<file path="config.mk">
export PLATFORM = sky130hd
export DESIGN_NAME = binomial_square_sum_top
export DESIGN_NICKNAME = d
export VERILOG_FILES = /design/src/hdl/bss_pkg.sv /design/src/hdl/bss_div.sv /design/src/hdl/bss_datapath.sv /design/src/hdl/bss_ctrl.sv /design/src/hdl/binomial_square_sum_top.sv
export SDC_FILE = /design/constraint.sdc
export NUM_CORES = 2
export LEC_CHECK = 0
export BUFFER_PORTS_ARGS = -buffer_cell sky130_fd_sc_hd__buf_4
export CAP_MARGIN = 10
export CORE_MARGIN = 2
export CORE_UTILIZATION = 58
export DETAILED_ROUTE_END_ITERATION = 7
export PLACE_DENSITY = 0.74
export SKIP_CTS_REPAIR_TIMING = 1
export SLEW_MARGIN = 20
export SYNTH_ARGS = -nofsm -noshare
export SYNTH_HDL_FRONTEND = slang
export SYNTH_SLANG_ARGS = --single-unit
export TNS_END_PERCENT = 50
</file>
<file path="constraint.sdc">
create_clock -name clk_i -period 10.5 [get_ports clk_i]
set_clock_uncertainty 0.05 [all_clocks]
set_input_delay 0.525 -clock clk_i [delete_from_list [all_inputs] [get_ports clk_i]]
set_output_delay 0.525 -clock clk_i [all_outputs]
set_load 0.005 [all_outputs]
</file>
<file path="src/hdl/bss_pkg.sv">
// Shared types and constants for the binomial square sum block.
// Holds the controller/datapath command and status structs; no dependencies.
`timescale 1ns / 1ps

package bss_pkg;

  // Fixed field widths of the ports
  localparam int unsigned N_W   = 8;
  localparam int unsigned SUM_W = 64;
  // Divisor i+1 reaches 2^N_W
  localparam int unsigned DSR_W = N_W + 1;

  typedef struct packed {
    logic load;       // take a new n, restart coefficient and sum
    logic square;     // register coeff * coeff
    logic accum;      // add the square into the running sum
    logic div_start;  // start coeff * (n - i) / (i + 1)
    logic advance;    // take the quotient as the next coefficient
    logic publish;    // move the result into the output register
    logic ovf;        // overflow flag that goes with publish
  } bss_cmd_t;

  typedef struct packed {
    logic big_coeff;  // coefficient square surely exceeds the limit
    logic sq_ovf;     // registered square exceeds the limit
    logic sum_ovf;    // sum plus square exceeds the limit
    logic last;       // i has reached n
    logic div_busy;   // divider still iterating
    logic out_free;   // output register can take a result this cycle
  } bss_sts_t;

endpackage

</file>
<file path="src/hdl/bss_div.sv">
// Restoring unsigned divider, one quotient bit per cycle.
// Uses bss_pkg for the divisor width.
`timescale 1ns / 1ps

module bss_div #(
  parameter int unsigned DVD_W = 40
) (
  input  logic                      clk_i,
  input  logic                      rst_ni,
  input  logic                      start_i,
  input  logic [DVD_W-1:0]          dividend_i,
  input  logic [bss_pkg::DSR_W-1:0] divisor_i,
  output logic                      busy_o,
  output logic [DVD_W-1:0]          quotient_o
);
  import bss_pkg::*;

  localparam int unsigned CNT_W = (DVD_W > 1) ? $clog2(DVD_W) : 1;

  logic               busy_q;
  logic [CNT_W-1:0]   cnt_q;
  logic [DVD_W-1:0]   quo_q, quo_d;
  logic [DSR_W-1:0]   rem_q, rem_d;
  logic [DSR_W-1:0]   dsr_q;
  logic [DSR_W:0]     rem_sh;
  logic [DSR_W:0]     diff;
  logic               ge;

  always_comb begin
    rem_sh = {rem_q, quo_q[DVD_W-1]};
    diff   = rem_sh - {1'b0, dsr_q};
    ge     = rem_sh >= {1'b0, dsr_q};
    // remainder stays below the divisor, so it fits DSR_W bits
    rem_d  = ge ? diff[DSR_W-1:0] : rem_sh[DSR_W-1:0];
    quo_d  = {quo_q[DVD_W-2:0], ge};
  end

  always_ff @(posedge clk_i or negedge rst_ni) begin
    if (!rst_ni) begin
      busy_q <= 1'b0;
      cnt_q  <= '0;
    end else if (start_i) begin
      busy_q <= 1'b1;
      cnt_q  <= CNT_W'(DVD_W - 1);
    end else if (busy_q) begin
      if (cnt_q == '0) begin
        busy_q <= 1'b0;
      end else begin
        cnt_q <= cnt_q - 1'b1;
      end
    end
  end

  always_ff @(posedge clk_i) begin
    if (start_i) begin
      quo_q <= dividend_i;
      rem_q <= '0;
      dsr_q <= divisor_i;
    end else if (busy_q) begin
      quo_q <= quo_d;
      rem_q <= rem_d;
    end
  end

  assign busy_o     = busy_q;
  assign quotient_o = quo_q;

endmodule

</file>
<file path="src/hdl/bss_datapath.sv">
// Datapath: coefficient, square and sum registers, limit checks, output register.
// Uses bss_pkg for command/status structs and instantiates bss_div.
`timescale 1ns / 1ps

module bss_datapath #(
  parameter int unsigned RESULT_WIDTH = 64
) (
  input  logic                      clk_i,
  input  logic                      rst_ni,
  input  bss_pkg::bss_cmd_t         cmd_i,
  output bss_pkg::bss_sts_t         sts_o,
  input  logic [bss_pkg::N_W-1:0]   n_i,
  input  logic                      out_ready_i,
  output logic                      out_valid_o,
  output logic [bss_pkg::SUM_W-1:0] sum_o,
  output logic                      overflow_o
);
  import bss_pkg::*;

  // A coefficient at or above 2^HALF has a square of at least 2^RESULT_WIDTH
  localparam int unsigned HALF   = (RESULT_WIDTH + 1) / 2;
  localparam int unsigned COEF_W = HALF + N_W;
  localparam int unsigned SQ_W   = 2 * HALF;
  localparam int unsigned W      = RESULT_WIDTH;

  logic [N_W-1:0]    n_q, i_q;
  logic [COEF_W-1:0] coeff_q;
  logic [SQ_W-1:0]   sq_q, sq_d;
  logic [W-1:0]      sum_q;
  logic [W:0]        sq_ext, sum_ext;
  logic [HALF-1:0]   coeff_lo;
  logic [COEF_W-1:0] dividend;
  logic [DSR_W-1:0]  divisor;
  logic [COEF_W-1:0] quotient;
  logic              div_busy;
  logic              out_valid_q;
  logic [SUM_W-1:0]  sum_out_q;
  logic              ovf_out_q;

  assign coeff_lo = coeff_q[HALF-1:0];
  assign sq_d     = SQ_W'(coeff_lo) * SQ_W'(coeff_lo);
  assign sq_ext   = (W + 1)'(sq_q);
  assign sum_ext  = {1'b0, sum_q} + sq_ext;
  assign dividend = COEF_W'(coeff_lo) * COEF_W'(n_q - i_q);
  assign divisor  = {1'b0, i_q} + DSR_W'(1);

  bss_div #(
    .DVD_W(COEF_W)
  ) u_div (
    .clk_i     (clk_i),
    .rst_ni    (rst_ni),
    .start_i   (cmd_i.div_start),
    .dividend_i(dividend),
    .divisor_i (divisor),
    .busy_o    (div_busy),
    .quotient_o(quotient)
  );

  always_ff @(posedge clk_i) begin
    if (cmd_i.load) begin
      n_q     <= n_i;
      i_q     <= '0;
      coeff_q <= COEF_W'(1);
      sum_q   <= '0;
    end else begin
      if (cmd_i.square) begin
        sq_q <= sq_d;
      end
      if (cmd_i.accum) begin
        sum_q <= sum_ext[W-1:0];
      end
      if (cmd_i.advance) begin
        coeff_q <= quotient;
        i_q     <= i_q + N_W'(1);
      end
    end
  end

  always_ff @(posedge clk_i or negedge rst_ni) begin
    if (!rst_ni) begin
      out_valid_q <= 1'b0;
    end else if (cmd_i.publish) begin
      out_valid_q <= 1'b1;
    end else if (out_ready_i) begin
      out_valid_q <= 1'b0;
    end
  end

  always_ff @(posedge clk_i) begin
    if (cmd_i.publish) begin
      sum_out_q <= cmd_i.ovf ? '0 : SUM_W'(sum_q);
      ovf_out_q <= cmd_i.ovf;
    end
  end

  always_comb begin
    sts_o.big_coeff = |coeff_q[COEF_W-1:HALF];
    sts_o.sq_ovf    = sq_ext[W];
    sts_o.sum_ovf   = sum_ext[W];
    sts_o.last      = (i_q == n_q);
    sts_o.div_busy  = div_busy;
    sts_o.out_free  = !out_valid_q || out_ready_i;
  end

  assign out_valid_o = out_valid_q;
  assign sum_o       = sum_out_q;
  assign overflow_o  = ovf_out_q;

endmodule

</file>
<file path="src/hdl/bss_ctrl.sv">
// Controller state machine: sequences square, accumulate and divide per coefficient.
// Uses bss_pkg for command/status structs.
`timescale 1ns / 1ps

module bss_ctrl (
  input  logic              clk_i,
  input  logic              rst_ni,
  input  logic              in_valid_i,
  output logic              in_ready_o,
  input  bss_pkg::bss_sts_t sts_i,
  output bss_pkg::bss_cmd_t cmd_o
);
  import bss_pkg::*;

  typedef enum logic [2:0] {
    ST_IDLE,
    ST_SQUARE,
    ST_ACCUM,
    ST_DIVIDE,
    ST_FINISH
  } state_e;

  state_e state_q;
  logic   ovf_q;

  always_comb begin
    cmd_o      = '0;
    in_ready_o = 1'b0;
    case (state_q)
      ST_IDLE: begin
        in_ready_o = 1'b1;
        cmd_o.load = in_valid_i;
      end
      ST_SQUARE: begin
        cmd_o.square = !sts_i.big_coeff;
      end
      ST_ACCUM: begin
        if (!(sts_i.sq_ovf || sts_i.sum_ovf)) begin
          cmd_o.accum     = 1'b1;
          cmd_o.div_start = !sts_i.last;
        end
      end
      ST_DIVIDE: begin
        cmd_o.advance = !sts_i.div_busy;
      end
      ST_FINISH: begin
        cmd_o.publish = sts_i.out_free;
        cmd_o.ovf     = ovf_q;
      end
      default: ;
    endcase
  end

  always_ff @(posedge clk_i or negedge rst_ni) begin
    if (!rst_ni) begin
      state_q <= ST_IDLE;
      ovf_q   <= 1'b0;
    end else begin
      case (state_q)
        ST_IDLE: begin
          if (in_valid_i) begin
            ovf_q   <= 1'b0;
            state_q <= ST_SQUARE;
          end
        end
        ST_SQUARE: begin
          // drop the rest of the row once a square cannot fit
          if (sts_i.big_coeff) begin
            ovf_q   <= 1'b1;
            state_q <= ST_FINISH;
          end else begin
            state_q <= ST_ACCUM;
          end
        end
        ST_ACCUM: begin
          if (sts_i.sq_ovf || sts_i.sum_ovf) begin
            ovf_q   <= 1'b1;
            state_q <= ST_FINISH;
          end else if (sts_i.last) begin
            state_q <= ST_FINISH;
          end else begin
            state_q <= ST_DIVIDE;
          end
        end
        ST_DIVIDE: begin
          if (!sts_i.div_busy) begin
            state_q <= ST_SQUARE;
          end
        end
        ST_FINISH: begin
          if (sts_i.out_free) begin
            state_q <= ST_IDLE;
          end
        end
        default: state_q <= ST_IDLE;
      endcase
    end
  end

endmodule

</file>
<file path="src/hdl/binomial_square_sum_top.sv">
// Top level of the binomial square sum block: controller plus datapath.
// Uses bss_pkg and instantiates bss_ctrl and bss_datapath.
`timescale 1ns / 1ps

// For each n this block returns the sum of C(n,i)^2 over i = 0..n, that is
// C(2n,n), held to RESULT_WIDTH bits; when the true sum does not fit, sum is 0
// and overflow is 1. One transaction is worked at a time. Each coefficient
// is squared and accumulated, then the bit-serial divider forms the next
// coefficient; accepting n and posting the result come on top. At width 64
// the largest n whose sum fits is 33, with 34 coefficients. The result sits
// in an output register, so a new transaction is accepted while the previous
// result waits to be taken.
module binomial_square_sum_top #(
  parameter int unsigned RESULT_WIDTH = 64
) (
  input  logic                      clk_i,
  input  logic                      rst_ni,
  input  logic                      in_valid_i,
  output logic                      in_ready_o,
  input  logic [bss_pkg::N_W-1:0]   n_i,
  output logic                      out_valid_o,
  input  logic                      out_ready_i,
  output logic [bss_pkg::SUM_W-1:0] sum_o,
  output logic                      overflow_o
);
  import bss_pkg::*;

  bss_cmd_t cmd;
  bss_sts_t sts;

  bss_ctrl u_ctrl (
    .clk_i     (clk_i),
    .rst_ni    (rst_ni),
    .in_valid_i(in_valid_i),
    .in_ready_o(in_ready_o),
    .sts_i     (sts),
    .cmd_o     (cmd)
  );

  bss_datapath #(
    .RESULT_WIDTH(RESULT_WIDTH)
  ) u_dp (
    .clk_i      (clk_i),
    .rst_ni     (rst_ni),
    .cmd_i      (cmd),
    .sts_o      (sts),
    .n_i        (n_i),
    .out_ready_i(out_ready_i),
    .out_valid_o(out_valid_o),
    .sum_o      (sum_o),
    .overflow_o (overflow_o)
  );

  a_ovf_zero_sum: assert property (@(posedge clk_i) disable iff (!rst_ni)
    out_valid_o && overflow_o |-> sum_o == '0)
    else $error("overflow result carries a nonzero sum");

  a_sum_in_range: assert property (@(posedge clk_i) disable iff (!rst_ni)
    out_valid_o |-> (sum_o >> RESULT_WIDTH) == '0)
    else $error("sum exceeds the result width");

  a_busy_after_accept: assert property (@(posedge clk_i) disable iff (!rst_ni)
    in_valid_i && in_ready_o |=> !in_ready_o)
    else $error("input accepted again before work finished");

  a_publish_free: assert property (@(posedge clk_i) disable iff (!rst_ni)
    cmd.publish |-> !out_valid_o || out_ready_i)
    else $error("result posted over an untaken result");

endmodule
</file>
==> results.toml <==
[cts]
cts_root_buffer = "clkbuf_16"
ctsLongestPathBuffers = 3
clock_sinks = 318
insertion_delay_ns = 0.60
cts_buffers = 38
h-tree-depth = 2
cts_tree = "built"
clk_pin_slew_ns = 0.07

[placed_design]
gp_congestion = 0.9195
dp_hpwl_um = 113800
io_buffers = 78

[cells_and_area]
n_antenna_cell = 0
multi_input_area_mm2 = 0.04371
most-common-layout-cells = "inv_1, fa_1, nand2_1"
register_area_mm2 = 0.008278
area_growth_syn_to_layout_pct = 5.548
fillCellCount = 8157
post-route-util_pct = 61.88
final_nets = 7712
layout-drive-gt1-share_pct = 4.328
final_common_cell = "inv_1"

[timing]
final_max_slew_viol_count = 0
setup_tns_ns = 0
worst_pin_slew_ns = 1.131
fin_crit_sh_pct = 94.37
rsz0062_at_grt = "no"
setup_viol = 0
finalCriticalPeriod_ns = 9.909
clock.fmax_ghz = 0.1009
relSlewSlack_pct = 24.63
hold_violations = 0

[global_routing]
overflow = 0
grt_start_max_net_pins = 66
grt_pass1_vias = 43980
antenna_found_initial = 0
grt_pass1_wl_um = 229800
grt_use_total_pct = 28.54

[floorplan]
pin_count = 79
die_x_um = 319.9
rows = 115
start_util_pct = 58.62
core_region_area_mm2 = 0.09871
dieArea_mm2 = 0.1023
chipHeight_um = 319.9

[worst_setup_path]
critPathArrivalTime_ns = 10.31
crit_path_top_delay_cell = "fa_1"
cp_max_fo = 27
slowest_delay_ns = 0.78
worstSetupEndpointType = "flip-flop"
reg2regPathDepth = 33
crit_top_cell = "fa_1"
worstPathRequired_ns = 10.90
path_class = "flip-flop to flip-flop"
start_kind = "flip-flop"

[yosys]
synth_largest_area_cell = "fa_1"
synth-edff-count = 185
ys_top_cells_by_area = "fa_1, ha_1, edfxtp_1, inv_1, nand2_1"
ys_seq_area_share_pct = 14.31
syn_avg_cell_area_um2 = 9.538
netlist.area_leader.share_pct = 40.82
async_reset_ff_share_pct = 3.774
netlist_instances = 6067
synth_area_mm2 = 0.05787
synth_cell_types = 83
ys_dominant_reg_cell = "edfxtp_1"
yosys_warnings = 0
syn_nets = 7755
ys_ff_latch = 318

[worst_hold_path]
min_path_type = "input port to flip-flop"
whs_path_depth = 1

[route]
drc = 0
avgViaCountPerCell = 5.563
ant_nets = 0
avgRoutedWirePerCell_um = 19.05
drtIter0Drc = 2663
firstDrtPassIters = 8
routed_wl_um = 139800
num_vias = 40840

[pwr]
ir_drop_uv = 137.4
leakage_nw = 31.65
powerDensity_mw_per_mm2 = 154.3
total_power_mw = 9.422

[outcome]
outcome = "finished, final reports clean"

[flow_run]
cap_violations = 0
==> synthesized netlist by cell type (31+ instances only) <==
master	n
ha_1	496
nand3_1	47
fa_1	1180
a21o_1	123
inv_1	1343
nor2b_1	98
nor2_1	200
nor3_1	33
nand2_1	720
a21oi_1	261
xor2_1	67
and2_1	307
edfxtp_1	185
clkbuf_1	216
o21ai_0	82
nand2b_1	40
a211oi_1	31
xnor2_1	143
dfxtp_1	121
o21ai_1	41
==> logic make-up after synthesis <==
kind of cell               Yosys count  share of synthesized area (%)
AOI/OAI and AO/OA                  705                          7.648
xor gates and xnor gates           210                          3.179
adders and majority gates         1676                          51.55
buffers and inverters             1591                          10.36
DFF                                318                          14.31
muxes                                9                         0.1578
and+or+nand+nor                   1558                          12.80
==> critical path, delay by kind of cell (launching register included) <==
| kind | cells | cell delay (ns) |
|---|---|---|
| AOI/OAI and AO/OA | 11 | 1.82 |
| adders and majority gates | 11 | 5.14 |
| buffers and inverters | 7 | 1.26 |
| DFF | 1 | 0.42 |
| and+or+nand+nor | 4 | 1.05 |
==> flip-flops by register name, summed over array words and instances (netlist names) <==
name,count
u_dp.sq_q,63
u_dp.coeff_q,40
u_dp.u_div.quotient_o,40
u_dp.overflow_o,1
u_dp.n_q,8
u_dp.u_div.dsr_q,9
u_dp.out_valid_o,1
u_dp.u_div.busy_o,1
u_dp.sum_q,64
u_dp.u_div.cnt_q,6
u_dp.i_q,8
u_dp.u_div.rem_q,9
u_ctrl.state_q,3
u_ctrl.ovf_q,1
u_dp.sum_o,64
==> metal layers <==
layer	wire, um	vias up	global-route usage, %
met5	0	-	0
li1	-	18480	-
met2	69320	1351	49.68
met3	8391	313	3.628
met4	6084	0	11.10
met1	56020	20690	36.39
==> final cells by class <==
| class | instances | area share [%] |
|---|---|---|
| clock inverter | 24 | 0.3544 |
| multi-input combinational | 4158 | 71.56 |
| sequential | 318 | 13.55 |
| tap | 1287 | 2.637 |
| timing repair buffer | 156 | 1.942 |
| clock buffer | 45 | 1.633 |
| inverter | 1352 | 8.319 |
==> power breakdown <==
group          leakage [nW]  switching, mW  internal [mW]  total, mW
Sequential             2.93          0.312           1.89       2.20
Clock                 0.588          0.585          0.720       1.31
Combinational          28.1           3.61           2.31       5.92
Total                  31.7           4.51           4.92       9.42
==> final timing paths <==
path                                          startpoint                                   to  slack (ns)
max                             u_dp.i_q[0]$_SDFFE_PP0P_  u_dp.u_div.quotient_o[38]$_DFFE_PP_        0.59
max in group asynchronous                         rst_ni         u_dp.out_valid_o$_DFFE_PN0P_        9.95
min in group asynchronous                         rst_ni      u_dp.u_div.cnt_q[4]$_DFFE_PN0P_        0.28
min reg2reg                u_dp.coeff_q[34]$_SDFFE_PP0P_        u_dp.coeff_q[34]$_SDFFE_PP0P_        0.41
max reg2reg                     u_dp.i_q[0]$_SDFFE_PP0P_  u_dp.u_div.quotient_o[38]$_DFFE_PP_        0.59
min                                               n_i[1]                u_dp.n_q[1]$_DFFE_PP_        0.06
==> metrics by stage <==
step,instances,instance area (um2),setup slack (ns),hold WS [ns]
after floorplan,6067,57870,1.087,0.1794
after global placement,7268,59830,0.7612,0.3223
after detailed placement,7268,59830,0.5746,0.3230
after CTS,7337,61050,0.5154,-0.3041
after global routing,7340,61080,0.01376,0.04031
final,7340,61080,0.5908,0.05677
Note: power is estimated with default switching activity, not from simulation.
